**src/design/alsf_pkg.sv**
```systemverilog
`timescale 1ns / 1ps
`default_nettype none
package alsf_pkg;

  localparam int unsigned MaxPointsDef = 256;
  localparam int unsigned QDepth = 2;
  localparam int unsigned BigW = 128;
  localparam int unsigned MemDepth = 19;
  localparam int unsigned PcW = 6;
  localparam int unsigned ScaleCoef = 16;
  localparam int unsigned ScaleOfs = 12;

  typedef logic [1:0] status_t;
  localparam status_t ST_OK       = 2'd0;
  localparam status_t ST_SINGULAR = 2'd1;
  localparam status_t ST_OVERFLOW = 2'd2;

  typedef struct packed {
    logic signed [15:0] src_x;
    logic signed [15:0] src_y;
    logic signed [15:0] dst_x;
    logic signed [15:0] dst_y;
    logic               last_point;
  } in_word_t;

  typedef struct packed {
    logic signed [31:0] coef_a;
    logic signed [31:0] coef_b;
    logic signed [31:0] offset_x;
    logic signed [31:0] coef_c;
    logic signed [31:0] coef_d;
    logic signed [31:0] offset_y;
    status_t            fit_status;
  } out_word_t;

  typedef struct packed {
    logic signed [39:0] sum_xx;
    logic signed [39:0] sum_xy;
    logic signed [39:0] sum_yy;
    logic signed [24:0] sum_x;
    logic signed [24:0] sum_y;
    logic signed [39:0] sum_x_dx;
    logic signed [39:0] sum_y_dx;
    logic signed [24:0] sum_dx;
    logic signed [39:0] sum_x_dy;
    logic signed [39:0] sum_y_dy;
    logic signed [24:0] sum_dy;
  } sums_t;

  typedef logic [4:0] addr_t;
  localparam addr_t A_XX  = 5'd0;
  localparam addr_t A_XY  = 5'd1;
  localparam addr_t A_YY  = 5'd2;
  localparam addr_t A_X   = 5'd3;
  localparam addr_t A_Y   = 5'd4;
  localparam addr_t A_N   = 5'd5;
  localparam addr_t A_XDX = 5'd6;
  localparam addr_t A_YDX = 5'd7;
  localparam addr_t A_DX  = 5'd8;
  localparam addr_t A_XDY = 5'd9;
  localparam addr_t A_YDY = 5'd10;
  localparam addr_t A_DY  = 5'd11;
  localparam addr_t A_C00 = 5'd12;
  localparam addr_t A_C01 = 5'd13;
  localparam addr_t A_C02 = 5'd14;
  localparam addr_t A_C11 = 5'd15;
  localparam addr_t A_C12 = 5'd16;
  localparam addr_t A_C22 = 5'd17;
  localparam addr_t A_DET = 5'd18;

  typedef logic [2:0] op_t;
  localparam op_t OP_MUL   = 3'd0;
  localparam op_t OP_MAC   = 3'd1;
  localparam op_t OP_MSB   = 3'd2;
  localparam op_t OP_ZCHK  = 3'd3;
  localparam op_t OP_DIV16 = 3'd4;
  localparam op_t OP_DIV12 = 3'd5;
  localparam op_t OP_END   = 3'd6;

  typedef struct packed {
    op_t   op;
    addr_t a;
    addr_t b;
    addr_t d;
    logic  st;
  } instr_t;

  function automatic instr_t mk(input op_t op, input addr_t a, input addr_t b,
                                input addr_t d, input logic st);
    instr_t r;
    r.op = op;
    r.a  = a;
    r.b  = b;
    r.d  = d;
    r.st = st;
    return r;
  endfunction

  // Solve program: cofactors, determinant and its zero check, then numerator and quotient per coefficient.
  function automatic instr_t alsf_prog(input logic [PcW-1:0] pc);
    instr_t r;
    unique case (pc)
      6'd0:  r = mk(OP_MUL,   A_YY,  A_N,   A_XX,  1'b0);
      6'd1:  r = mk(OP_MSB,   A_Y,   A_Y,   A_C00, 1'b1);
      6'd2:  r = mk(OP_MUL,   A_X,   A_Y,   A_XX,  1'b0);
      6'd3:  r = mk(OP_MSB,   A_XY,  A_N,   A_C01, 1'b1);
      6'd4:  r = mk(OP_MUL,   A_XY,  A_Y,   A_XX,  1'b0);
      6'd5:  r = mk(OP_MSB,   A_YY,  A_X,   A_C02, 1'b1);
      6'd6:  r = mk(OP_MUL,   A_XX,  A_N,   A_XX,  1'b0);
      6'd7:  r = mk(OP_MSB,   A_X,   A_X,   A_C11, 1'b1);
      6'd8:  r = mk(OP_MUL,   A_XY,  A_X,   A_XX,  1'b0);
      6'd9:  r = mk(OP_MSB,   A_XX,  A_Y,   A_C12, 1'b1);
      6'd10: r = mk(OP_MUL,   A_XX,  A_YY,  A_XX,  1'b0);
      6'd11: r = mk(OP_MSB,   A_XY,  A_XY,  A_C22, 1'b1);
      6'd12: r = mk(OP_MUL,   A_XX,  A_C00, A_XX,  1'b0);
      6'd13: r = mk(OP_MAC,   A_XY,  A_C01, A_XX,  1'b0);
      6'd14: r = mk(OP_MAC,   A_X,   A_C02, A_DET, 1'b1);
      6'd15: r = mk(OP_ZCHK,  A_XX,  A_XX,  A_XX,  1'b0);
      6'd16: r = mk(OP_MUL,   A_C00, A_XDX, A_XX,  1'b0);
      6'd17: r = mk(OP_MAC,   A_C01, A_YDX, A_XX,  1'b0);
      6'd18: r = mk(OP_MAC,   A_C02, A_DX,  A_XX,  1'b0);
      6'd19: r = mk(OP_DIV16, A_XX,  A_DET, A_XX,  1'b0);
      6'd20: r = mk(OP_MUL,   A_C01, A_XDX, A_XX,  1'b0);
      6'd21: r = mk(OP_MAC,   A_C11, A_YDX, A_XX,  1'b0);
      6'd22: r = mk(OP_MAC,   A_C12, A_DX,  A_XX,  1'b0);
      6'd23: r = mk(OP_DIV16, A_XX,  A_DET, A_XX,  1'b0);
      6'd24: r = mk(OP_MUL,   A_C02, A_XDX, A_XX,  1'b0);
      6'd25: r = mk(OP_MAC,   A_C12, A_YDX, A_XX,  1'b0);
      6'd26: r = mk(OP_MAC,   A_C22, A_DX,  A_XX,  1'b0);
      6'd27: r = mk(OP_DIV12, A_XX,  A_DET, A_XX,  1'b0);
      6'd28: r = mk(OP_MUL,   A_C00, A_XDY, A_XX,  1'b0);
      6'd29: r = mk(OP_MAC,   A_C01, A_YDY, A_XX,  1'b0);
      6'd30: r = mk(OP_MAC,   A_C02, A_DY,  A_XX,  1'b0);
      6'd31: r = mk(OP_DIV16, A_XX,  A_DET, A_XX,  1'b0);
      6'd32: r = mk(OP_MUL,   A_C01, A_XDY, A_XX,  1'b0);
      6'd33: r = mk(OP_MAC,   A_C11, A_YDY, A_XX,  1'b0);
      6'd34: r = mk(OP_MAC,   A_C12, A_DY,  A_XX,  1'b0);
      6'd35: r = mk(OP_DIV16, A_XX,  A_DET, A_XX,  1'b0);
      6'd36: r = mk(OP_MUL,   A_C02, A_XDY, A_XX,  1'b0);
      6'd37: r = mk(OP_MAC,   A_C12, A_YDY, A_XX,  1'b0);
      6'd38: r = mk(OP_MAC,   A_C22, A_DY,  A_XX,  1'b0);
      6'd39: r = mk(OP_DIV12, A_XX,  A_DET, A_XX,  1'b0);
      default: r = mk(OP_END, A_XX,  A_XX,  A_XX,  1'b0);
    endcase
    return r;
  endfunction

endpackage
`default_nettype wire

```
**src/design/alsf_accum.sv**
```systemverilog
`timescale 1ns / 1ps
`default_nettype none
module alsf_accum #(
  parameter int unsigned MAX_POINTS = alsf_pkg::MaxPointsDef,
  parameter int unsigned CNT_W = $clog2(MAX_POINTS + 1)
) (
  input  logic               clk,
  input  logic               rst_n,
  input  logic               q_empty,
  input  alsf_pkg::in_word_t q_item,
  output logic               q_pop,
  output logic               go,
  input  logic               done,
  output alsf_pkg::sums_t    sums,
  output logic [CNT_W-1:0]   count,
  output logic               ovf
);
  import alsf_pkg::*;

  localparam logic [1:0] A_IDLE = 2'd0;
  localparam logic [1:0] A_RUN  = 2'd1;
  localparam logic [1:0] A_WAIT = 2'd2;
  localparam logic [CNT_W-1:0] MaxCnt = CNT_W'(MAX_POINTS);

  logic [1:0]         st_r;
  logic [2:0]         step_r;
  logic               go_r;
  logic               ovf_r;
  logic [CNT_W-1:0]   count_r;
  in_word_t           item_r;
  logic signed [31:0] mult_r;
  logic signed [15:0] opa;
  logic signed [15:0] opb;
  logic signed [39:0] prod_ext;
  sums_t              s_r;

  assign q_pop    = (st_r == A_IDLE) && !q_empty;
  assign go       = go_r;
  assign sums     = s_r;
  assign count    = count_r;
  assign ovf      = ovf_r;
  assign prod_ext = {{8{mult_r[31]}}, mult_r};

  // One product per cycle on the shared multiplier.
  always_comb begin
    case (step_r)
      3'd0:    begin opa = item_r.src_x; opb = item_r.src_x; end
      3'd1:    begin opa = item_r.src_x; opb = item_r.src_y; end
      3'd2:    begin opa = item_r.src_y; opb = item_r.src_y; end
      3'd3:    begin opa = item_r.src_x; opb = item_r.dst_x; end
      3'd4:    begin opa = item_r.src_y; opb = item_r.dst_x; end
      3'd5:    begin opa = item_r.src_x; opb = item_r.dst_y; end
      3'd6:    begin opa = item_r.src_y; opb = item_r.dst_y; end
      default: begin opa = item_r.src_x; opb = item_r.src_x; end
    endcase
  end

  always_ff @(posedge clk) begin
    mult_r <= opa * opb;
    if (q_pop) begin
      item_r <= q_item;
    end
  end

  always_ff @(posedge clk) begin
    if (!rst_n) begin
      st_r    <= A_IDLE;
      step_r  <= '0;
      go_r    <= 1'b0;
      ovf_r   <= 1'b0;
      count_r <= '0;
      s_r     <= '0;
    end else begin
      go_r <= 1'b0;
      unique case (st_r)
        A_IDLE: begin
          if (!q_empty) begin
            if (count_r == MaxCnt) begin
              ovf_r <= 1'b1;
              if (q_item.last_point) begin
                go_r <= 1'b1;
                st_r <= A_WAIT;
              end
            end else begin
              s_r.sum_x  <= s_r.sum_x  + {{9{q_item.src_x[15]}}, q_item.src_x};
              s_r.sum_y  <= s_r.sum_y  + {{9{q_item.src_y[15]}}, q_item.src_y};
              s_r.sum_dx <= s_r.sum_dx + {{9{q_item.dst_x[15]}}, q_item.dst_x};
              s_r.sum_dy <= s_r.sum_dy + {{9{q_item.dst_y[15]}}, q_item.dst_y};
              count_r    <= count_r + 1'b1;
              step_r     <= '0;
              st_r       <= A_RUN;
            end
          end
        end
        A_RUN: begin
          case (step_r)
            3'd1:    s_r.sum_xx   <= s_r.sum_xx   + prod_ext;
            3'd2:    s_r.sum_xy   <= s_r.sum_xy   + prod_ext;
            3'd3:    s_r.sum_yy   <= s_r.sum_yy   + prod_ext;
            3'd4:    s_r.sum_x_dx <= s_r.sum_x_dx + prod_ext;
            3'd5:    s_r.sum_y_dx <= s_r.sum_y_dx + prod_ext;
            3'd6:    s_r.sum_x_dy <= s_r.sum_x_dy + prod_ext;
            3'd7:    s_r.sum_y_dy <= s_r.sum_y_dy + prod_ext;
            default: ;
          endcase
          step_r <= step_r + 1'b1;
          if (step_r == 3'd7) begin
            if (item_r.last_point) begin
              go_r <= 1'b1;
              st_r <= A_WAIT;
            end else begin
              st_r <= A_IDLE;
            end
          end
        end
        A_WAIT: begin
          if (done) begin
            s_r     <= '0;
            count_r <= '0;
            ovf_r   <= 1'b0;
            st_r    <= A_IDLE;
          end
        end
        default: st_r <= A_IDLE;
      endcase
    end
  end

endmodule
`default_nettype wire

```
**config.mk**
```make
export PLATFORM = sky130hd
export DESIGN_NAME = alsf_accum
export DESIGN_NICKNAME = d
export VERILOG_FILES = /design/src/design/alsf_pkg.sv /design/src/design/alsf_accum.sv
export SDC_FILE = /design/constraint.sdc
export NUM_CORES = 2
export LEC_CHECK = 0
export BUFFER_PORTS_ARGS = -buffer_cell sky130_fd_sc_hd__buf_4
export CORE_UTILIZATION = 40
export DETAILED_ROUTE_END_ITERATION = 16
export GPL_ROUTABILITY_DRIVEN = 0
export GPL_TIMING_DRIVEN = 0
export SETUP_SLACK_MARGIN = 0.02
export SLEW_MARGIN = 20
export SYNTH_ARGS = -nofsm -noshare
export SYNTH_HDL_FRONTEND = slang
export SYNTH_SLANG_ARGS = --single-unit
```
**constraint.sdc**
```tcl
create_clock -name clk -period 24.8 [get_ports clk]
set_input_delay 4.96 -clock clk [delete_from_list [all_inputs] [get_ports clk]]
set_output_delay 4.96 -clock clk [all_outputs]
set_load 0.05 [all_outputs]
```
======== Yosys cells after proc, flatten, opt, wreduce, memory -nomap -nowiden ========
Cells that the tools add are included.
storage, ports and cells
  register bits ........................... 493
  input bits .............................. 69
  word-level logic and storage cells ...... 125
cells by class
  $add $sub $neg .......................... 13
  multiply operators ...................... 1
  eq/ne operators ......................... 22
  multiplexer cells ....................... 46
  reduce and logical (&&, ||, !) cells .... 21
operators by type and width
  cell                 count
  $mux 380             1
  $pmux 80 s2          2
  $add 40x32->40       7
  $mux 40              7
  $pmux 120 s2         1
  $add 25x25->25       4
  $mux 25              4
  $mux 50              2
  $pmux 25 s2          2
  $pmux 50 s2          1
  $pmux 16 s3          1
  $mul 16x16->32       1
  $mux 9               3
  $reduce_and 3->1     8
  $pmux 9 s2           1
  $mux 16              1
  $ne 2x1->1 const B   7
  $eq 3x3->1 const B   4
  $mux 2               6
  $reduce_and 4->1     3
  $add 9x1->9 const B  1
  $eq 9x9->1 const B   1
  $mux 1               8
  $ne 2x2->1 const B   4
  other kinds (16)     23

======== Logic depth before layout (Yosys ltp) ========
  depth in word-level cells ............... 4
  depth in mapped cells ................... 33
  gate-level depth less buffers ........... 32

======== Least setup slack after synthesis ========
Ideal clock, no wire load.
  path kind ............................... input port to output port
  from .................................... in q_empty
  to ...................................... out q_pop
  arrival ................................. 10.503 ns
  setup slack ............................. 9.337 ns
  stages on the path ...................... 1
  cell sequence ........................... nor3_1
on the way
  longest elaborated chain between the ends .. 2
ends and longest elaborated chain
  element            RTL line          source
  start, declared    alsf_accum.sv:9   input logic q_empty,
  $logic_not 1->1    -
  $logic_and 1x1->1  alsf_accum.sv:37  assign q_pop = (st_r == A_IDLE) && !q_empty;
  end, declared      alsf_accum.sv:11  output logic q_pop,
No other way between the ends.

======== Final worst setup path ========
Ends and elaborated chain as after synthesis.

==> flow_summary.yaml <==
clocking:
  cts_tree: "built"
  postCtsSetupBuffers: 0
  ctsResizeCount: 0
  clock-sinks: 493
  clk_latency_ns: 0.69
  cts_buffer_depth: 3
  clk_pin_slew_ns: 0.06
  cts_buffers: 60
  root_buffer: "clkbuf_16"
  hold_buffers: 0
  htreeDepth: 2
global_route:
  antenna_found_initial: 7
  overflow: 0
  grt_pass1_vias: 38970
  grt_first_pass_wirelength_um: 237400
  grt_usage_pct: 27.79
  grt_max_degree: 36
route:
  vias: 40690
  top_layer: "met5"
  drtIter0Drc: 2952
  via_per_inst: 5.643
  wl_um: 158400
  wl_met2_um: 73460
  wl_per_cell_um: 21.96
  ant_nets: 0
  route.met3.wl_um: 11100
  route.detailed.drc: 0
  drtPass1Iterations: 6
  drt-met1-wl_um: 66810
sta:
  tns_ns: 0
  drv_slew: 0
  fin_crit_sh_pct: 45.48
  worst_pin_slew_ns: 1.165
  finalHoldViolations: 0
  fmax_mhz: 88.65
  setup_ws_ns: 13.52
  final-setup-viol-count: 0
  clock-skew-final_ns: 0.05129
  slew_headroom_pct: 20.10
  rsz0062_at_grt: "false"
  fin_crit_ns: 11.28
logic_synthesis:
  synth-async-reset-ratio_pct: 0
  synth_nets: 6014
  ys_ff_latch: 493
  synthMostInstantiatedCell: "nand2_1"
  avgSynthCellArea_um2: 8.436
  synth.area.top_cells: "dfxtp_1 (19%), ha_1 (13%), fa_1 (12%), a21oi_1 (4.7%), edfxtp_1 (4.4%)"
  ys.flop_type: "dfxtp_1"
  synthDominantCellAreaShare_pct: 19.48
  synth_warnings: 0
  synthesis.area_um2: 43970
  synthTopCellsByCount: "nand2_1 (510), ha_1 (459), nor2_1 (438)"
  yosysSeqAreaShare_pct: 23.92
  synth_edf_count: 65
  synth_top_cell_by_area: "dfxtp_1"
  synth_cell_types: 91
  synth_cells: 5213
critical_path:
  crit_path_max_incr_delay_ns: 0.24
  crit_path_frequent_cell: "buf_4"
  cp.required_ns: 19.84
  crit_family: "buffers and inverters"
  critPathArrivalTime_ns: 6.32
  crit_path_end_kind: "output port"
  start_kind: "input port"
  crit_type: "in2out"
  cp_max_fo: 10
  slowest_stage: "buf_4"
  crit_chain: "buf_4 -> nor3_2 -> buf_4 -> buf_4 -> buf_4 -> buf_6 -> buf_4"
  path_buf_inv: 6
final_layout:
  regArea_um2: 10530
  drive_gt1_share_pct: 11.10
  nFillCells: 10630
  final_nets: 6545
  multi_input_area_um2: 31300
  area_growth_syn_to_layout_pct: 16.98
power_and_ir_drop:
  peakVddDrop_v: 0.0002796
  p_leak_nw: 24.45
  pwr_density_cell_nw_per_um2: 148.7
floorplanning:
  die_y_um: 333.6
  die_area_um2: 111300
  core-area_um2: 108900
  die_x_um: 333.6
  start_util_pct: 40.40
  num_rows: 121
  io_pins: 461
placement:
  post-place-ws_ns: 13.53
  portBuffers: 460
  dp_hpwl_um: 124500
run:
  maxCapViolations: 0
status:
  status: "completed"
hold_path:
  hold_class: "reg2reg"
==> state kept, by name, indices dropped and copies added, names as in the netlist <==
name and cells:
count 9, go 1, item_r 65, mult_r 32, ovf 1, st_r 2, step_r 3, sums 380
==> tightest hold or removal path, stage by stage (launching register included) <==
cell and delay (ns):
dfxtp_1 0.32, nand2_1 0.05, o21ai_1 0.05
==> cells by family after synthesis <==
logic type / share of synthesized area (%)
xor+xnor: 7.031
simple gates: 16.73
mux: 1.044
flops: 23.92
buf+inv: 4.954
compound gates: 20.83
fa+ha+maj: 25.49
==> worst paths after layout <==
kind | start | end | slack (ns) | depth (start not counted)
max | q_empty | q_pop | 13.52 | 7
min | sums[153] | sums[153] | 0.46 | 2
max reg2reg | step_r[0] | mult_r[31] | 14.95 | 29
min reg2reg | sums[153] | sums[153] | 0.46 | 2
==> layout make-up <==
| type | count | area share, % |
|---|---|---|
| Clock buffer | 81 | 3.408 |
| Tap cell | 1414 | 3.439 |
| Buffer | 178 | 1.321 |
| Sequential cell | 493 | 20.47 |
| Antenna cell | 5 | 0.02432 |
| Multi-Input combinational cell | 4140 | 60.85 |
| Clock inverter | 30 | 0.6762 |
| Inverter | 402 | 2.933 |
| Timing Repair Buffer | 469 | 6.876 |
==> layer usage <==
| metal | GRT usage, % | vias to the layer above |
|---|---|---|
| met2 | 46.17 | 1410 |
| met3 | 4.727 | 270 |
| met5 | 0 | - |
| li1 | - | 19480 |
| met4 | 11.63 | 8 |
| met1 | 35.51 | 19520 |
==> cell usage in the layout, fill, tap and decap left out, types with 18 or more instances in the layout <==
cell	synthesis	routed
nand2_1	510	510
buf_4	0	467
ha_1	459	459
nor2_1	438	437
dfxtp_1	428	422
a21oi_1	417	417
inv_1	402	402
fa_1	273	273
a21o_1	223	223
xnor2_1	212	212
nand3_1	209	209
o21ai_1	169	169
clkbuf_1	170	168
xor2_1	141	141
o21ai_0	104	104
a22oi_1	104	104
nor3_1	74	73
o21bai_1	68	68
edfxtp_1	65	65
clkbuf_16	0	62
nand2b_1	60	60
nor2b_1	58	58
a31oi_1	54	54
and3_1	52	52
and2_1	44	44
nand4_1	42	42
o21a_1	34	34
a211oi_1	27	27
o31ai_1	26	26
mux2i_1	29	25
a41oi_1	21	21
or3_1	18	18
o211ai_1	18	18
==> where the power goes <==
| group | leakage [nW] | switching (mW) | internal, mW |
|---|---|---|---|
| sequential | 4.10 | 0.238 | 0.952 |
| clock | 1.04 | 0.392 | 0.558 |
| combinational | 19.3 | 3.12 | 2.39 |
| total | 24.4 | 3.75 | 3.90 |
==> through the flow <==
step / std cells / total power [mW] / util (%) / instance area [um^2] / hold WS [ns]
floorplan: 5213 / 5.348 / - / 43970 / 0.5175
global placement: 7087 / 6.614 / 45.20 / 49200 / 0.4534
detailed placement: 7096 / 6.703 / 45.31 / 49320 / 0.4618
global route: 7209 / 8.500 / 47.25 / 51430 / 0.4844
finish: 7212 / 7.651 / 47.26 / 51440 / 0.4646
CTS: 7207 / 7.687 / 47.24 / 51420 / 0.4701
Note: power is estimated with default switching activity, not from simulation.
