[config.mk]
export PLATFORM = sky130hd
export DESIGN_NAME = alsf_front
export DESIGN_NICKNAME = d
export VERILOG_FILES = /design/src/design/alsf_pkg.sv /design/src/design/alsf_front.sv
export SDC_FILE = /design/constraint.sdc
export NUM_CORES = 1
export LEC_CHECK = 0
export ABC_AREA = 1
export BUFFER_PORTS_ARGS = -buffer_cell sky130_fd_sc_hd__buf_2
export CAP_MARGIN = 5
export CORE_ASPECT_RATIO = 2
export CORE_MARGIN = 2
export CORE_UTILIZATION = 54
export CTS_CLUSTER_SIZE = 30
export DETAILED_ROUTE_END_ITERATION = 10
export PLACE_DENSITY = 0.89
export SLEW_MARGIN = 30
export SYNTH_ARGS = -nofsm -noshare
export SYNTH_HDL_FRONTEND = slang
export SYNTH_SLANG_ARGS = --single-unit
[constraint.sdc]
create_clock -name clk -period 9.7 [get_ports clk]
set_input_delay 0.485 -clock clk [delete_from_list [all_inputs] [get_ports clk]]
set_output_delay 0.485 -clock clk [all_outputs]
set_load 0.03 [all_outputs]
[src/design/alsf_pkg.sv]
`timescale 1ns / 1ps
`default_nettype none
package alsf_pkg;

  localparam int unsigned MaxPointsDef = 256;
  localparam int unsigned QDepth = 2;
  localparam int unsigned BigW = 128;
  localparam int unsigned MemDepth = 19;
  localparam int unsigned PcW = 6;
  localparam int unsigned ScaleCoef = 16;
  localparam int unsigned ScaleOfs = 12;

  typedef logic [1:0] status_t;
  localparam status_t ST_OK       = 2'd0;
  localparam status_t ST_SINGULAR = 2'd1;
  localparam status_t ST_OVERFLOW = 2'd2;

  typedef struct packed {
    logic signed [15:0] src_x;
    logic signed [15:0] src_y;
    logic signed [15:0] dst_x;
    logic signed [15:0] dst_y;
    logic               last_point;
  } in_word_t;

  typedef struct packed {
    logic signed [31:0] coef_a;
    logic signed [31:0] coef_b;
    logic signed [31:0] offset_x;
    logic signed [31:0] coef_c;
    logic signed [31:0] coef_d;
    logic signed [31:0] offset_y;
    status_t            fit_status;
  } out_word_t;

  typedef struct packed {
    logic signed [39:0] sum_xx;
    logic signed [39:0] sum_xy;
    logic signed [39:0] sum_yy;
    logic signed [24:0] sum_x;
    logic signed [24:0] sum_y;
    logic signed [39:0] sum_x_dx;
    logic signed [39:0] sum_y_dx;
    logic signed [24:0] sum_dx;
    logic signed [39:0] sum_x_dy;
    logic signed [39:0] sum_y_dy;
    logic signed [24:0] sum_dy;
  } sums_t;

  typedef logic [4:0] addr_t;
  localparam addr_t A_XX  = 5'd0;
  localparam addr_t A_XY  = 5'd1;
  localparam addr_t A_YY  = 5'd2;
  localparam addr_t A_X   = 5'd3;
  localparam addr_t A_Y   = 5'd4;
  localparam addr_t A_N   = 5'd5;
  localparam addr_t A_XDX = 5'd6;
  localparam addr_t A_YDX = 5'd7;
  localparam addr_t A_DX  = 5'd8;
  localparam addr_t A_XDY = 5'd9;
  localparam addr_t A_YDY = 5'd10;
  localparam addr_t A_DY  = 5'd11;
  localparam addr_t A_C00 = 5'd12;
  localparam addr_t A_C01 = 5'd13;
  localparam addr_t A_C02 = 5'd14;
  localparam addr_t A_C11 = 5'd15;
  localparam addr_t A_C12 = 5'd16;
  localparam addr_t A_C22 = 5'd17;
  localparam addr_t A_DET = 5'd18;

  typedef logic [2:0] op_t;
  localparam op_t OP_MUL   = 3'd0;
  localparam op_t OP_MAC   = 3'd1;
  localparam op_t OP_MSB   = 3'd2;
  localparam op_t OP_ZCHK  = 3'd3;
  localparam op_t OP_DIV16 = 3'd4;
  localparam op_t OP_DIV12 = 3'd5;
  localparam op_t OP_END   = 3'd6;

  typedef struct packed {
    op_t   op;
    addr_t a;
    addr_t b;
    addr_t d;
    logic  st;
  } instr_t;

  function automatic instr_t mk(input op_t op, input addr_t a, input addr_t b,
                                input addr_t d, input logic st);
    instr_t r;
    r.op = op;
    r.a  = a;
    r.b  = b;
    r.d  = d;
    r.st = st;
    return r;
  endfunction

  // Solve program: cofactors, determinant and its zero check, then numerator and quotient per coefficient.
  function automatic instr_t alsf_prog(input logic [PcW-1:0] pc);
    instr_t r;
    unique case (pc)
      6'd0:  r = mk(OP_MUL,   A_YY,  A_N,   A_XX,  1'b0);
      6'd1:  r = mk(OP_MSB,   A_Y,   A_Y,   A_C00, 1'b1);
      6'd2:  r = mk(OP_MUL,   A_X,   A_Y,   A_XX,  1'b0);
      6'd3:  r = mk(OP_MSB,   A_XY,  A_N,   A_C01, 1'b1);
      6'd4:  r = mk(OP_MUL,   A_XY,  A_Y,   A_XX,  1'b0);
      6'd5:  r = mk(OP_MSB,   A_YY,  A_X,   A_C02, 1'b1);
      6'd6:  r = mk(OP_MUL,   A_XX,  A_N,   A_XX,  1'b0);
      6'd7:  r = mk(OP_MSB,   A_X,   A_X,   A_C11, 1'b1);
      6'd8:  r = mk(OP_MUL,   A_XY,  A_X,   A_XX,  1'b0);
      6'd9:  r = mk(OP_MSB,   A_XX,  A_Y,   A_C12, 1'b1);
      6'd10: r = mk(OP_MUL,   A_XX,  A_YY,  A_XX,  1'b0);
      6'd11: r = mk(OP_MSB,   A_XY,  A_XY,  A_C22, 1'b1);
      6'd12: r = mk(OP_MUL,   A_XX,  A_C00, A_XX,  1'b0);
      6'd13: r = mk(OP_MAC,   A_XY,  A_C01, A_XX,  1'b0);
      6'd14: r = mk(OP_MAC,   A_X,   A_C02, A_DET, 1'b1);
      6'd15: r = mk(OP_ZCHK,  A_XX,  A_XX,  A_XX,  1'b0);
      6'd16: r = mk(OP_MUL,   A_C00, A_XDX, A_XX,  1'b0);
      6'd17: r = mk(OP_MAC,   A_C01, A_YDX, A_XX,  1'b0);
      6'd18: r = mk(OP_MAC,   A_C02, A_DX,  A_XX,  1'b0);
      6'd19: r = mk(OP_DIV16, A_XX,  A_DET, A_XX,  1'b0);
      6'd20: r = mk(OP_MUL,   A_C01, A_XDX, A_XX,  1'b0);
      6'd21: r = mk(OP_MAC,   A_C11, A_YDX, A_XX,  1'b0);
      6'd22: r = mk(OP_MAC,   A_C12, A_DX,  A_XX,  1'b0);
      6'd23: r = mk(OP_DIV16, A_XX,  A_DET, A_XX,  1'b0);
      6'd24: r = mk(OP_MUL,   A_C02, A_XDX, A_XX,  1'b0);
      6'd25: r = mk(OP_MAC,   A_C12, A_YDX, A_XX,  1'b0);
      6'd26: r = mk(OP_MAC,   A_C22, A_DX,  A_XX,  1'b0);
      6'd27: r = mk(OP_DIV12, A_XX,  A_DET, A_XX,  1'b0);
      6'd28: r = mk(OP_MUL,   A_C00, A_XDY, A_XX,  1'b0);
      6'd29: r = mk(OP_MAC,   A_C01, A_YDY, A_XX,  1'b0);
      6'd30: r = mk(OP_MAC,   A_C02, A_DY,  A_XX,  1'b0);
      6'd31: r = mk(OP_DIV16, A_XX,  A_DET, A_XX,  1'b0);
      6'd32: r = mk(OP_MUL,   A_C01, A_XDY, A_XX,  1'b0);
      6'd33: r = mk(OP_MAC,   A_C11, A_YDY, A_XX,  1'b0);
      6'd34: r = mk(OP_MAC,   A_C12, A_DY,  A_XX,  1'b0);
      6'd35: r = mk(OP_DIV16, A_XX,  A_DET, A_XX,  1'b0);
      6'd36: r = mk(OP_MUL,   A_C02, A_XDY, A_XX,  1'b0);
      6'd37: r = mk(OP_MAC,   A_C12, A_YDY, A_XX,  1'b0);
      6'd38: r = mk(OP_MAC,   A_C22, A_DY,  A_XX,  1'b0);
      6'd39: r = mk(OP_DIV12, A_XX,  A_DET, A_XX,  1'b0);
      default: r = mk(OP_END, A_XX,  A_XX,  A_XX,  1'b0);
    endcase
    return r;
  endfunction

endpackage
`default_nettype wire

[src/design/alsf_front.sv]
`timescale 1ns / 1ps
`default_nettype none
module alsf_front (
  input  logic              clk,
  input  logic              rst_n,
  input  logic              push,
  input  alsf_pkg::in_word_t push_word,
  output logic              full,
  input  logic              pop,
  output logic              empty,
  output alsf_pkg::in_word_t head
);
  import alsf_pkg::*;

  localparam int unsigned PtrW = $clog2(QDepth);

  in_word_t        q_mem_r [QDepth];
  logic [PtrW-1:0] wr_ptr_r;
  logic [PtrW-1:0] rd_ptr_r;
  logic [PtrW:0]   cnt_r;

  assign full  = (cnt_r == (PtrW + 1)'(QDepth));
  assign empty = (cnt_r == '0);
  assign head  = q_mem_r[rd_ptr_r];

  always_ff @(posedge clk) begin
    if (push) begin
      q_mem_r[wr_ptr_r] <= push_word;
    end
  end

  always_ff @(posedge clk) begin
    if (!rst_n) begin
      wr_ptr_r <= '0;
      rd_ptr_r <= '0;
      cnt_r    <= '0;
    end else begin
      if (push) begin
        wr_ptr_r <= wr_ptr_r + 1'b1;
      end
      if (pop) begin
        rd_ptr_r <= rd_ptr_r + 1'b1;
      end
      cnt_r <= cnt_r + (PtrW + 1)'(push) - (PtrW + 1)'(pop);
    end
  end

endmodule
`default_nettype wire

# Word-level counts from Yosys, hierarchy flattened
# Memory sizes are Yosys's and may differ from the RTL's. A register that Yosys moved wholly into a read port is not among the register bits.
# Index checks and enable logic that the tools add are counted.
[classes]
addsub = 4
n_eq_ne = 1
n_mux = 4
n_reduce_logical = 1
[ops]
columns = ["operator", "n"]
rows = [
  ["two-way mux 1 bit", 4],
  ["adder 1 bit, second input constant", 2],
  ["adder 2 x 1 -> 2 bit", 1],
  ["equality test 2 bit, second input constant", 1],
  ["logical NOT 2 bit", 1],
  ["subtractor 2 x 1 -> 2 bit", 1],
]
[totals]
reg_bits = 4
ramBits = 130
input_bits = 69
output_inout_bits = 67
word_cells = 14
mem_count = 1
[mem_list]
columns = ["memory", "words", "word_bits", "rd", "rd_ports_with_merged_regs", "wr", "line_no", "source"]
rows = [
  ["q_mem_r", 2, 65, 1, 1, 1, "alsf_front.sv:17", "in_word_t q_mem_r [QDepth];"],
]

# Longest topological paths before layout
# Gate-level depths: netlist of the first run.
[depth]
word_depth = 3
mapped_depth = 9
depth_no_buf = 9

# Worst setup path after synthesis of the first run
# No wires, ideal clock.
[synth_timing]
kind = "input to register"
from = "in push"
to = "mem q_mem_r[0][0] in the netlist's numbering, enable pin"
setup_ns = 0.490
arrival_ns = 3.251
t_required_ns = 9.210
setup_slack_ns = 5.959
path_stages = 2
n_path_buf = 0
cell_sequence = "inv_1 > nor2_1"
[synth_between]
elab_chain_len = 2
[synth_rtl]
columns = ["element", "line_no", "source"]
rows = [
  ["start, declared", "alsf_front.sv:6", "input logic push,"],
  ["two-way mux 1 bit", "alsf_front.sv:27", "if (push) begin"],
  ["two-way mux 1 bit (not written as such)", "alsf_front.sv:28", "q_mem_r[wr_ptr_r] <= push_word;"],
  ["end, declared", "alsf_front.sv:17", ""],
]
# No other way between the ends.

==> run summary, run 1 <==
LOGIC SYNTHESIS
--------------------------------------------------------------------------------
Average size of a mapped cell .....................................    21.8 um^2
Seq/Total Area, Yosys .............................................        78.2%
Area of the mapped netlist ........................................ 0.00512 mm^2
Top cell type's share of synthesized area .........................        76.2%
Synth warn ........................................................            0
Most area-consuming cells after synthesis ......................... sky130_fd_sc_hd__edfxtp_1, sky130_fd_sc_hd__mux2_4, sky130_fd_sc_hd__mux2_2, sky130_fd_sc_hd__dfxtp_1, sky130_fd_sc_hd__buf_6
Largest area contributor in the netlist ........................... sky130_fd_sc_hd__edfxtp_1
Synth cell types ..................................................           12
Cell count after synthesis ........................................          235
Syn nets ..........................................................          306
Total of flip-flops plus latches after synthesis ..................          135

FINAL LAYOUT
--------------------------------------------------------------------------------
Combined area of the multi-input logic cells ...................... 0.00103 mm^2
Fraction of layout instances using a drive strength above 1 .......        59.0%
Fraction of the core area covered by cells at the end of the flow .        70.1%
Area Overhead vs Synth ............................................        27.6%
Finished layout cell area ......................................... 0.00654 mm^2
Non-Filler Instances ..............................................          503
Sequential cell area .............................................. 0.00401 mm^2
Fill count ........................................................          573
Count of nets after finishing .....................................          456

TIMING
--------------------------------------------------------------------------------
Period Utilization, post-route ....................................        26.0%
Total of endpoints with negative setup slack in the final report ..            0
Highest clock rate ................................................      397 MHz
Fin worst setup slack .............................................      7.18 ns
Worst max-slew margin expressed relative to the limit .............        44.4%
Min Hold Slack ....................................................     0.269 ns
Final max-slew violation count ....................................            0
Worst Tran Pin Value ..............................................     0.832 ns
Fin crit period ...................................................      2.52 ns
Final number of hold-violating endpoints ..........................            0
RSZ-0062 raised after global routing ..............................        false
Setup Total Neg Slack .............................................         0 ns
Final clock skew ..................................................   0.00627 ns

GLOBAL ROUTE
--------------------------------------------------------------------------------
Antenna violations before repair ..................................            2
Met1 usage ........................................................        16.9%
Grt ovf ...........................................................            0
GRT Total Usage ...................................................        18.7%
Largest net degree at the start of global routing .................           38
Wire length of the first global-routing pass ......................     13700 um
Met2 track utilization from global routing ........................        34.2%
GRT Max-Usage Layer ...............................................         met2
Global routing met3 resource utilization ..........................        7.03%
Via count of the first global-routing pass ........................         2821

PLACE
--------------------------------------------------------------------------------
Placed cell count .................................................          470
Half-perimeter wire length of the detailed placement result .......      6310 um
Final weighted congestion of routability-driven global placement ..        0.777
Buffers added on ports ............................................          135
Worst-case setup slack after placement ............................      7.41 ns
Area after detailed placement ..................................... 0.00590 mm^2

CLOCKING
--------------------------------------------------------------------------------
Hold bufs inserted after CTS ......................................            0
Count of H-tree levels built during CTS ...........................            4
Clock tree from TritonCTS .........................................        built
Post-CTS Setup Bufs ...............................................            0
Clock sink count ..................................................          135
Number of buffers inserted during clock tree synthesis ............           17
Quantity of gates resized following cts ...........................            0
Worst-Skew Late Latency ...........................................      0.40 ns
Clk pin slew, worst setup/hold paths ..............................      0.05 ns
Clock Root Buffer ................................................. sky130_fd_sc_hd__clkbuf_16
Number of buffers on the longest clock path .......................            2

PWR
--------------------------------------------------------------------------------
Sequential power share ............................................        44.9%
Design internal power .............................................      1.19 mW
Final Total Pwr ...................................................      1.53 mW
Standby leakage power .............................................      2.64 nW
Largest vdd supply drop ...........................................     0.196 mV
Pwr per Cell Area .................................................  235 mW/mm^2
Net switching fraction of the power ...............................        22.2%
Net switching power figure ........................................     0.341 mW
Portion of total power attributed to the clock network ............        44.1%
Fraction of power consumed by combinational cells .................        11.0%

DIE
--------------------------------------------------------------------------------
Horiz. Die Dim ....................................................      72.9 um
Initial Util ......................................................        54.9%
I/O Pins ..........................................................          136
Die area ..........................................................  0.0103 mm^2
Core outline area ................................................. 0.00932 mm^2
Number of rows created at floorplan ...............................           50
Die H .............................................................       142 um

SETUP PATH
--------------------------------------------------------------------------------
R2r setup slk .....................................................      7.74 ns
Critical-path maximum fanout ......................................           35
CP Data Required Time .............................................      9.22 ns
Critical register-to-register path endpoint ....................... q_mem_r[0][6]$_DFFE_PP_
Critical Path Sink Type ........................................... primary output
Kind of start point of the critical path ..........................    flip-flop
Source of the worst register-to-register timing path .............. wr_ptr_r$_SDFFE_PN0P_
Data arrival time of the critical path ............................      2.03 ns
Number of cell instances on the worst register-to-register path ...            2
Startpoint-to-endpoint class of the critical path .................   reg -> out

DRT
--------------------------------------------------------------------------------
Total number of vias ..............................................         2635
DRC marker count from the first detailed-route iteration ..........          128
Total length of routed wires ......................................      9240 um
First-pass detailed-route iteration total .........................            4
Wirelength per Cell ...............................................      18.4 um
DRC violation count after routing .................................            0
Vias per Instance .................................................         5.24
Post-route ant nets ...............................................            0

WORST HOLD PATH
--------------------------------------------------------------------------------
Number of instances on the worst hold path ........................            1
WHS Endpoint ...................................................... q_mem_r[0][55]$_DFFE_PP_
Origin of the worst min-delay path ................................ push_word[55]
HP Class ..........................................................    in -> reg

STATUS
--------------------------------------------------------------------------------
Outcome ........................................................... finished, final reports clean

FLOW RUN
--------------------------------------------------------------------------------
Total of max-cap violations .......................................            0

cells in the mapped netlist, drive strengths merged:
master	count
dfxtp	5
edfxtp	130
nand3	1
mux2	65
buf	7
inv	7
ha	2
a21oi	1
nor2	9
nand2	8
cells in the final DEF, fill, tap and decap left out, drive strengths merged:
cell type,instances
edfxtp,130
clkinv,6
nor2,9
a21oi,1
dfxtp,5
ha,2
nand2,8
buf,138
inv,8
clkinvlp,3
mux2,65
clkbuf,17
bufinv,5
nand3,1
diode,1
area by class of cell:
class / count / area share (%)
Sequential cell: 135 / 61.3
Multi-Input combinational cell: 86 / 15.7
Timing Repair Buffer: 138 / 10.9
Clock buffer: 17 / 6.51
Clock inverter: 15 / 3.18
Tap cell: 104 / 1.99
Inverter: 7 / 0.402
Antenna cell: 1 / 0.0383
state kept, by name (all words and copies together) (netlist names), named ones only:
name / cells
cnt_r: 2
wr_ptr_r: 1
rd_ptr_r: 1
q_mem_r: 130
kinds of logic (layout without fill, tap and decap cells):
family	Yosys count	after routing	share of synthesized area, %
buffers and inverters	14	177	1.93
multiplexers	65	65	18.0
other	0	1	0
flip-flops	135	135	78.2
adder cells (fa/ha/maj)	2	2	0.489
AO/OA/AOI/OAI	1	1	0.0976
AND/OR/NAND/NOR	18	18	1.34
worst max-delay path, stage by stage, from the launching register on:
cell                      delay [ns]
sky130_fd_sc_hd__dfxtp_4        0.72
sky130_fd_sc_hd__buf_12         0.32
sky130_fd_sc_hd__mux2_2         0.38
sky130_fd_sc_hd__buf_2          0.18
routing by layer:
| metal | wire length (um) | part of all wire, % |
|---|---|---|
| met1 | 3010 | 33 |
| met5 | 13 | 0.14 |
| met2 | 5510 | 60 |
| met4 | 238 | 2.6 |
| met3 | 466 | 5.0 |
how the worst max path moves through the flow:
stage / startpoint / to / slack, ns
after floorplan: push / q_mem_r[0][0]$_DFFE_PP_ / 5.96
after global placement: push / q_mem_r[0][39]$_DFFE_PP_ / 7.48
after detailed placement: push / q_mem_r[0][22]$_DFFE_PP_ / 7.41
after CTS: flip-flop / head[57] / 7.14
after global routing: flip-flop / head[54] / 7.09
final: flip-flop / head[57] / 7.18
power groups by stage:
| stage | combinational (mW) | clock, mW | sequential (mW) |
|---|---|---|---|
| CTS | 0.171 | 0.686 | 0.690 |
| global route | 0.179 | 0.709 | 0.692 |
| finish | 0.169 | 0.677 | 0.690 |
| global placement | 0.160 | 0 | 0.704 |
| detailed placement | 0.170 | 0 | 0.702 |
| floorplan | 0.125 | 0 | 0.695 |
Power figures use the tool's default switching activity.
==> run 2: changes to the inputs <==
--- a/config.mk
+++ b/config.mk
@@ -10,10 +10,10 @@
 export CAP_MARGIN = 5
 export CORE_ASPECT_RATIO = 2
 export CORE_MARGIN = 2
-export CORE_UTILIZATION = 54
+export CORE_UTILIZATION = 52
 export CTS_CLUSTER_SIZE = 30
 export DETAILED_ROUTE_END_ITERATION = 10
-export PLACE_DENSITY = 0.89
+export PLACE_DENSITY = 0.86
 export SLEW_MARGIN = 30
 export SYNTH_ARGS = -nofsm -noshare
 export SYNTH_HDL_FRONTEND = slang
==> constraint.sdc (replaced) <==
create_clock -name clk -period 2.5 [get_ports clk]
set_input_delay 0.125 -clock clk [delete_from_list [all_inputs] [get_ports clk]]
set_output_delay 0.125 -clock clk [all_outputs]
set_load 0.03 [all_outputs]
==> run summary, run 2 (synthesis results as in run 1) <==
CLOCKING
--------------------------------------------------------------------------------
Clock tree from TritonCTS .........................................        built
Clk pin slew, worst setup/hold paths ..............................      0.05 ns   about the same
Post-CTS Setup Bufs ...............................................            0   unchanged
Number of buffers inserted during clock tree synthesis ............           17   unchanged
Worst-Skew Late Latency ...........................................      0.41 ns   about the same
Number of buffers on the longest clock path .......................            2   unchanged
Count of H-tree levels built during CTS ...........................            4   unchanged
Clock sink count ..................................................          135   unchanged
Clock Root Buffer ................................................. sky130_fd_sc_hd__clkbuf_16

FINAL LAYOUT
--------------------------------------------------------------------------------
Number of flip-flops under the largest register name ..............          130   unchanged
Area Overhead vs Synth ............................................        41.6%
Most common cell after layout, fill and taps aside ................ sky130_fd_sc_hd__buf_2
Non-Filler Instances ..............................................          602   +20%
Fraction of the core area covered by cells at the end of the flow .        75.3%   +5.2 points
Largest registers ................................................. q_mem_r (130), cnt_r (2)
Fraction of layout instances using a drive strength above 1 .......        51.4%   -7.7 points
Register containing the most flip-flops in the final layout .......      q_mem_r
Commonest cells after routing, fill and taps aside ................ sky130_fd_sc_hd__buf_2, sky130_fd_sc_hd__edfxtp_1, sky130_fd_sc_hd__dlygate4sd3_1, sky130_fd_sc_hd__mux2_4, sky130_fd_sc_hd__clkbuf_16
Count of nets after finishing .....................................          525   +15%

DIE
--------------------------------------------------------------------------------
Die area ..........................................................  0.0107 mm^2   +3.7%
Initial Util ......................................................        53.1%   -1.8 points
I/O Pins ..........................................................          136   unchanged
Die H .............................................................       144 um   +1.9%
Number of rows created at floorplan ...............................           51   +2.0%
Core outline area ................................................. 0.00964 mm^2   +3.4%
Horiz. Die Dim ....................................................      74.2 um   +1.8%

DRT
--------------------------------------------------------------------------------
DRC marker count from the first detailed-route iteration ..........          191   +49%
Vias per Instance .................................................         4.78   -8.7%
DRC violation count after routing .................................            0   unchanged
Wirelength per Cell ...............................................      17.2 um   -6.5%
Total length of routed wires ......................................     10300 um   +12%
First-pass detailed-route iteration total .........................            6   +2
Post-route ant nets ...............................................            0   unchanged
Total number of vias ..............................................         2879   +9.3%

GLOBAL ROUTE
--------------------------------------------------------------------------------
Largest net degree at the start of global routing .................           46   +21%
Antenna violations before repair ..................................            2   unchanged
Grt ovf ...........................................................            0   unchanged
Wire length of the first global-routing pass ......................     15200 um   +11%
Via count of the first global-routing pass ........................         3079   +9.1%
GRT Total Usage ...................................................        20.4%   +1.8 points

SETUP PATH
--------------------------------------------------------------------------------
CP Data Required Time .............................................      2.38 ns   -6.84 ns
Critical-path cell with the highest stage delay ................... sky130_fd_sc_hd__dfxtp_4
Critical Path Sink Type ........................................... primary output
Startpoint-to-endpoint class of the critical path .................   reg -> out
Data arrival time of the critical path ............................      1.92 ns   -0.11 ns
Critical-path maximum fanout ......................................           26   -26%
Cell Chain, Critical Path ......................................... buf_4, mux2_2, buf_2
Delay of the slowest cell on the worst path .......................      0.62 ns   -0.10 ns
Source of the worst register-to-register timing path .............. wr_ptr_r$_SDFFE_PN0P_
Kind of start point of the critical path ..........................    flip-flop

PLACE
--------------------------------------------------------------------------------
Half-perimeter wire length of the detailed placement result .......      6340 um   +0.39%
Buffers added on ports ............................................          135   unchanged
Placed cell count .................................................          500   +6.4%
Final weighted congestion of routability-driven global placement ..        0.797   +2.6%

TIMING
--------------------------------------------------------------------------------
Fin crit period ...................................................      2.05 ns
Setup Total Neg Slack .............................................         0 ns   unchanged
Final max-slew violation count ....................................            0   unchanged
Period Utilization, post-route ....................................        81.8%
Highest clock rate ................................................      489 MHz
Final clock skew ..................................................   0.00919 ns   +0.00291 ns
Worst Tran Pin Value ..............................................     0.493 ns   -0.339 ns
Total of endpoints with negative setup slack in the final report ..            0   unchanged
Worst max-slew margin expressed relative to the limit .............        67.1%   +23 points
Final number of hold-violating endpoints ..........................            0   unchanged
RSZ-0062 raised after global routing ..............................        false

WORST HOLD PATH
--------------------------------------------------------------------------------
Origin of the worst min-delay path ................................         push
HP Class ..........................................................    in -> reg

STATUS
--------------------------------------------------------------------------------
Outcome ........................................................... finished, final reports clean

PWR
--------------------------------------------------------------------------------
Standby leakage power .............................................      2.93 nW   +11%
Largest vdd supply drop ...........................................     0.714 mV   +260%
Pwr per Cell Area .................................................  819 mW/mm^2   +250%

FLOW RUN
--------------------------------------------------------------------------------
Total of max-cap violations .......................................            0   unchanged

## run 2: cell types whose count changed in the layout (fill, tap and decap cells not counted), sizes merged, moves of 2 or more
cell / change
dlygate4sd3: +67
buf: +2
bufinv: -2
diode: +2
## run 2: per-layer routing
layer,track usage (%),wire length [um],part of all wire [%]
met4,13.6,427,4.1
met3,6.62,471,4.6
met2,35.2,5890,57
met5,0,0,0
met1,20.1,3550,34
## run 2: cell type report
cell class              instances  area [um^2]
repair buffers                207         1410
inverters                       7         26.3
clock buffers                  18          439
well taps                     132          165
multi-input cells              86         1030
fillers                       552         2380
diodes                          3         7.51
flip-flops and latches        135         4010
clock inverters                14          173
## run 2: power breakdown
part | switching (mW) | internal (mW)
Clock | 0.912 | 1.60
Combinational | 0.427 | 0.333
Sequential | 0.0496 | 2.62
## run 2: critical path: cells and delay by family (launching register included)
kind / cells / cell delay, ns
buffers and inverters: 2 / 0.51
DFF: 1 / 0.62
muxes: 1 / 0.37
## run 2: through the flow
| step | instance area [um^2] | setup slack, ns | power (mW) | hold slack, ns |
|---|---|---|---|---|
| floorplan | 5120 | 0.0507 | 3.18 | 0.218 |
| global placement | 5960 | 0.897 | 3.36 | 0.312 |
| detailed placement | 5960 | 0.867 | 3.39 | 0.317 |
| CTS | 7250 | 0.413 | 5.97 | 0.0111 |
| global route | 7250 | 0.362 | 6.14 | 0.0127 |
| finish | 7250 | 0.454 | 5.94 | 0.0357 |
## run 2: what timing repair did
item | CTS | global route
hold endpoints to repair | 135 | 0
resized for setup | 0 | 0
hold buffers | 67 | 0
## run 2: path summary, 6_finish.rpt
kind,slack [ns],end,depth (start not counted)
setup / recovery,0.45,head[54],3
hold / removal,0.04,wr_ptr_r$_SDFFE_PN0P_,3
setup reg to reg,0.95,q_mem_r[1][63]$_DFFE_PP_,3
hold reg to reg,0.52,rd_ptr_r$_SDFFE_PN0P_,2
==> run 3: changes to the inputs <==
==> constraint.sdc (replaced) <==
create_clock -name clk -period 2 [get_ports clk]
set_input_delay 0.1 -clock clk [delete_from_list [all_inputs] [get_ports clk]]
set_output_delay 0.1 -clock clk [all_outputs]
set_load 0.03 [all_outputs]
==> run summary, run 3 (synthesis results as in run 1) <==
FINAL LAYOUT
-------------------------------------------------------------------------------
Number of flip-flops under the largest register name .............          130   unchanged
Largest registers ................................................ q_mem_r (130), cnt_r (2)
Count of nets after finishing ....................................          527   +0.38%
Area Overhead vs Synth ...........................................        43.3%
Most common cell after layout, fill and taps aside ............... sky130_fd_sc_hd__buf_2
Non-Filler Instances .............................................          602   unchanged
Fill count .......................................................          564   +2.2%
Commonest cells after routing, fill and taps aside ............... sky130_fd_sc_hd__buf_2, sky130_fd_sc_hd__edfxtp_1, sky130_fd_sc_hd__dlygate4sd3_1, sky130_fd_sc_hd__mux2_4, sky130_fd_sc_hd__clkbuf_16
Register containing the most flip-flops in the final layout ......      q_mem_r
Fraction of layout instances using a drive strength above 1 ......        50.5%   -0.86 points

PWR
-------------------------------------------------------------------------------
Portion of total power attributed to the clock network ...........        45.4%   +3.1 points
Net switching fraction of the power ..............................        21.7%   -1.7 points
Fraction of power consumed by combinational cells ................        12.3%   -0.5 points
Largest vdd supply drop ..........................................      1.14 mV   +60%
Sequential power share ...........................................        42.3%   -2.6 points
Pwr per Cell Area ................................................ 1070 mW/mm^2   +31%
Design internal power ............................................      6.15 mW   +35%
Final Total Pwr ..................................................      7.86 mW   +32%
Standby leakage power ............................................      2.96 nW   +1.1%
Net switching power figure .......................................      1.71 mW   +23%

WORST HOLD PATH
-------------------------------------------------------------------------------
HP Class .........................................................    in -> reg

SETUP PATH
-------------------------------------------------------------------------------
Number of cell instances on the worst register-to-register path ..            8   +5
Kind of start point of the critical path .........................    flip-flop
R2r setup slk ....................................................      0.67 ns   -0.28 ns
End of the critical path .........................................     head[62]
Source of the worst register-to-register timing path ............. cnt_r[0]$_SDFF_PN0_
Startpoint-to-endpoint class of the critical path ................   reg -> out
Critical Path Sink Type .......................................... primary output
Data arrival time of the critical path ...........................      1.79 ns   -0.13 ns
Critical-path maximum fanout .....................................           29   +12%
Critical register-to-register path endpoint ...................... cnt_r[1]$_SDFF_PN0_
CP Data Required Time ............................................      1.90 ns   -0.48 ns

CLOCKING
-------------------------------------------------------------------------------
Count of H-tree levels built during CTS ..........................            4   unchanged
Clock Root Buffer ................................................ sky130_fd_sc_hd__clkbuf_16
Hold bufs inserted after CTS .....................................           68   +1.5%
Clock tree from TritonCTS ........................................        built
Worst-Skew Late Latency ..........................................      0.40 ns   about the same
Clock sink count .................................................          135   unchanged
Clk pin slew, worst setup/hold paths .............................      0.05 ns   about the same
Number of buffers inserted during clock tree synthesis ...........           17   unchanged
Post-CTS Setup Bufs ..............................................            0   unchanged
Number of buffers on the longest clock path ......................            2   unchanged
Quantity of gates resized following cts ..........................            0   unchanged

TIMING
-------------------------------------------------------------------------------
Final number of hold-violating endpoints .........................            0   unchanged
Period Utilization, post-route ...................................        94.4%
Final clock skew .................................................   0.00600 ns   -0.00318 ns
Highest clock rate ...............................................      530 MHz
Worst Tran Pin Value .............................................     0.538 ns   +0.0452 ns
Fin worst setup slack ............................................     0.113 ns   -0.341 ns
Setup Total Neg Slack ............................................         0 ns   unchanged
Fin crit period ..................................................      1.89 ns
RSZ-0062 raised after global routing .............................        false
Min Hold Slack ...................................................     0.418 ns   +0.382 ns
Final max-slew violation count ...................................            0   unchanged
Worst max-slew margin expressed relative to the limit ............        64.1%   -3.0 points
Total of endpoints with negative setup slack in the final report .            0   unchanged

GLOBAL ROUTE
-------------------------------------------------------------------------------
Via count of the first global-routing pass .......................         3276   +6.4%
Largest net degree at the start of global routing ................           40   -13%
Grt ovf ..........................................................            0   unchanged
GRT Total Usage ..................................................        21.4%   +1.0 points
Wire length of the first global-routing pass .....................     16000 um   +5.3%
Antenna violations before repair .................................            0   -2

DRT
-------------------------------------------------------------------------------
DRC violation count after routing ................................            0   unchanged
Total length of routed wires .....................................     10900 um   +5.8%
Wirelength per Cell ..............................................      18.2 um   +5.8%
First-pass detailed-route iteration total ........................            4   -2
Post-route ant nets ..............................................            0   unchanged
Vias per Instance ................................................         4.80   +0.31%
DRC marker count from the first detailed-route iteration .........          160   -16%
Total number of vias .............................................         2888   +0.31%

DIE
-------------------------------------------------------------------------------
Core outline area ................................................ 0.00964 mm^2   unchanged
I/O Pins .........................................................          136   unchanged
Number of rows created at floorplan ..............................           51   unchanged
Die H ............................................................       144 um   unchanged
Horiz. Die Dim ...................................................      74.2 um   unchanged
Initial Util .....................................................        53.1%   unchanged
Die area .........................................................  0.0107 mm^2   unchanged

PLACE
-------------------------------------------------------------------------------
Worst-case setup slack after placement ...........................     0.549 ns   -0.318 ns
Buffers added on ports ...........................................          135   unchanged
Final weighted congestion of routability-driven global placement .        0.846   +6.1%
Placed cell count ................................................          501   +0.20%
Half-perimeter wire length of the detailed placement result ......      6140 um   -3.2%

STATUS
-------------------------------------------------------------------------------
Outcome .......................................................... finished, final reports clean

FLOW RUN
-------------------------------------------------------------------------------
Total of max-cap violations ......................................            0   unchanged

run 3: cell types whose count changed in the layout (fill, tap and decap cells not counted), sizes merged:
| cell | change |
|---|---|
| bufinv | +4 |
| clkinv | -3 |
| dlygate4sd3 | +1 |
| inv | -1 |
| diode | -2 |
| buf | +1 |
run 3: layer usage:
| layer | up-vias | track usage [%] | routed length (um) |
|---|---|---|---|
| met3 | 34 | 6.48 | 465 |
| li1 | 1351 | - | - |
| met1 | 1391 | 19.4 | 3560 |
| met4 | 0 | 14.2 | 494 |
| met5 | - | 0 | 0 |
| met2 | 112 | 38.9 | 6420 |
run 3: how the worst min path moves through the flow:
stage,from,end,depth (start not counted)
final,push_word[6],q_mem_r[0][6]$_DFFE_PP_,2
after global routing,push_word[59],q_mem_r[1][59]$_DFFE_PP_,2
after CTS,push_word[61],q_mem_r[0][61]$_DFFE_PP_,2
after detailed placement,push_word[61],q_mem_r[1][61]$_DFFE_PP_,1
after global placement,push_word[12],q_mem_r[0][12]$_DFFE_PP_,1
after floorplan,rst_n,cnt_r[0]$_SDFF_PN0_,2
run 3: worst max-delay path, cell delays in order (launching register included):
cell,delay [ns]
sky130_fd_sc_hd__dfxtp_4,0.35
sky130_fd_sc_hd__buf_4,0.42
sky130_fd_sc_hd__mux2_2,0.41
sky130_fd_sc_hd__buf_2,0.18
run 3: final cells by class:
class	count	area (um^2)	area share [%]
sequential	135	4010	54.6
timing repair buffer	209	1430	19.4
multi-input combinational	86	1030	14.0
clock buffer	18	429	5.85
clock inverter	14	251	3.43
tap	132	165	2.25
inverter	7	30.0	0.409
antenna	1	2.50	0.0341
run 3: power by group through the flow:
stage | registers (mW) | logic (mW) | clock network [mW]
2_1_floorplan | 3.36 | 0.608 | 0
3_3_place_gp | 3.37 | 0.833 | 0
3_5_place_dp | 3.38 | 0.855 | 0
4_1_cts | 3.32 | 0.964 | 3.60
5_1_grt | 3.33 | 1.03 | 3.73
6_report | 3.32 | 0.968 | 3.56
run 3: stage by stage:
step                      instance area, um^2  util (%)
after floorplan                          5130         -
after global placement                   5970      62.0
after detailed placement                 5970      62.0
after CTS                                7340      76.1
after global routing                     7340      76.1
final                                    7340      76.2
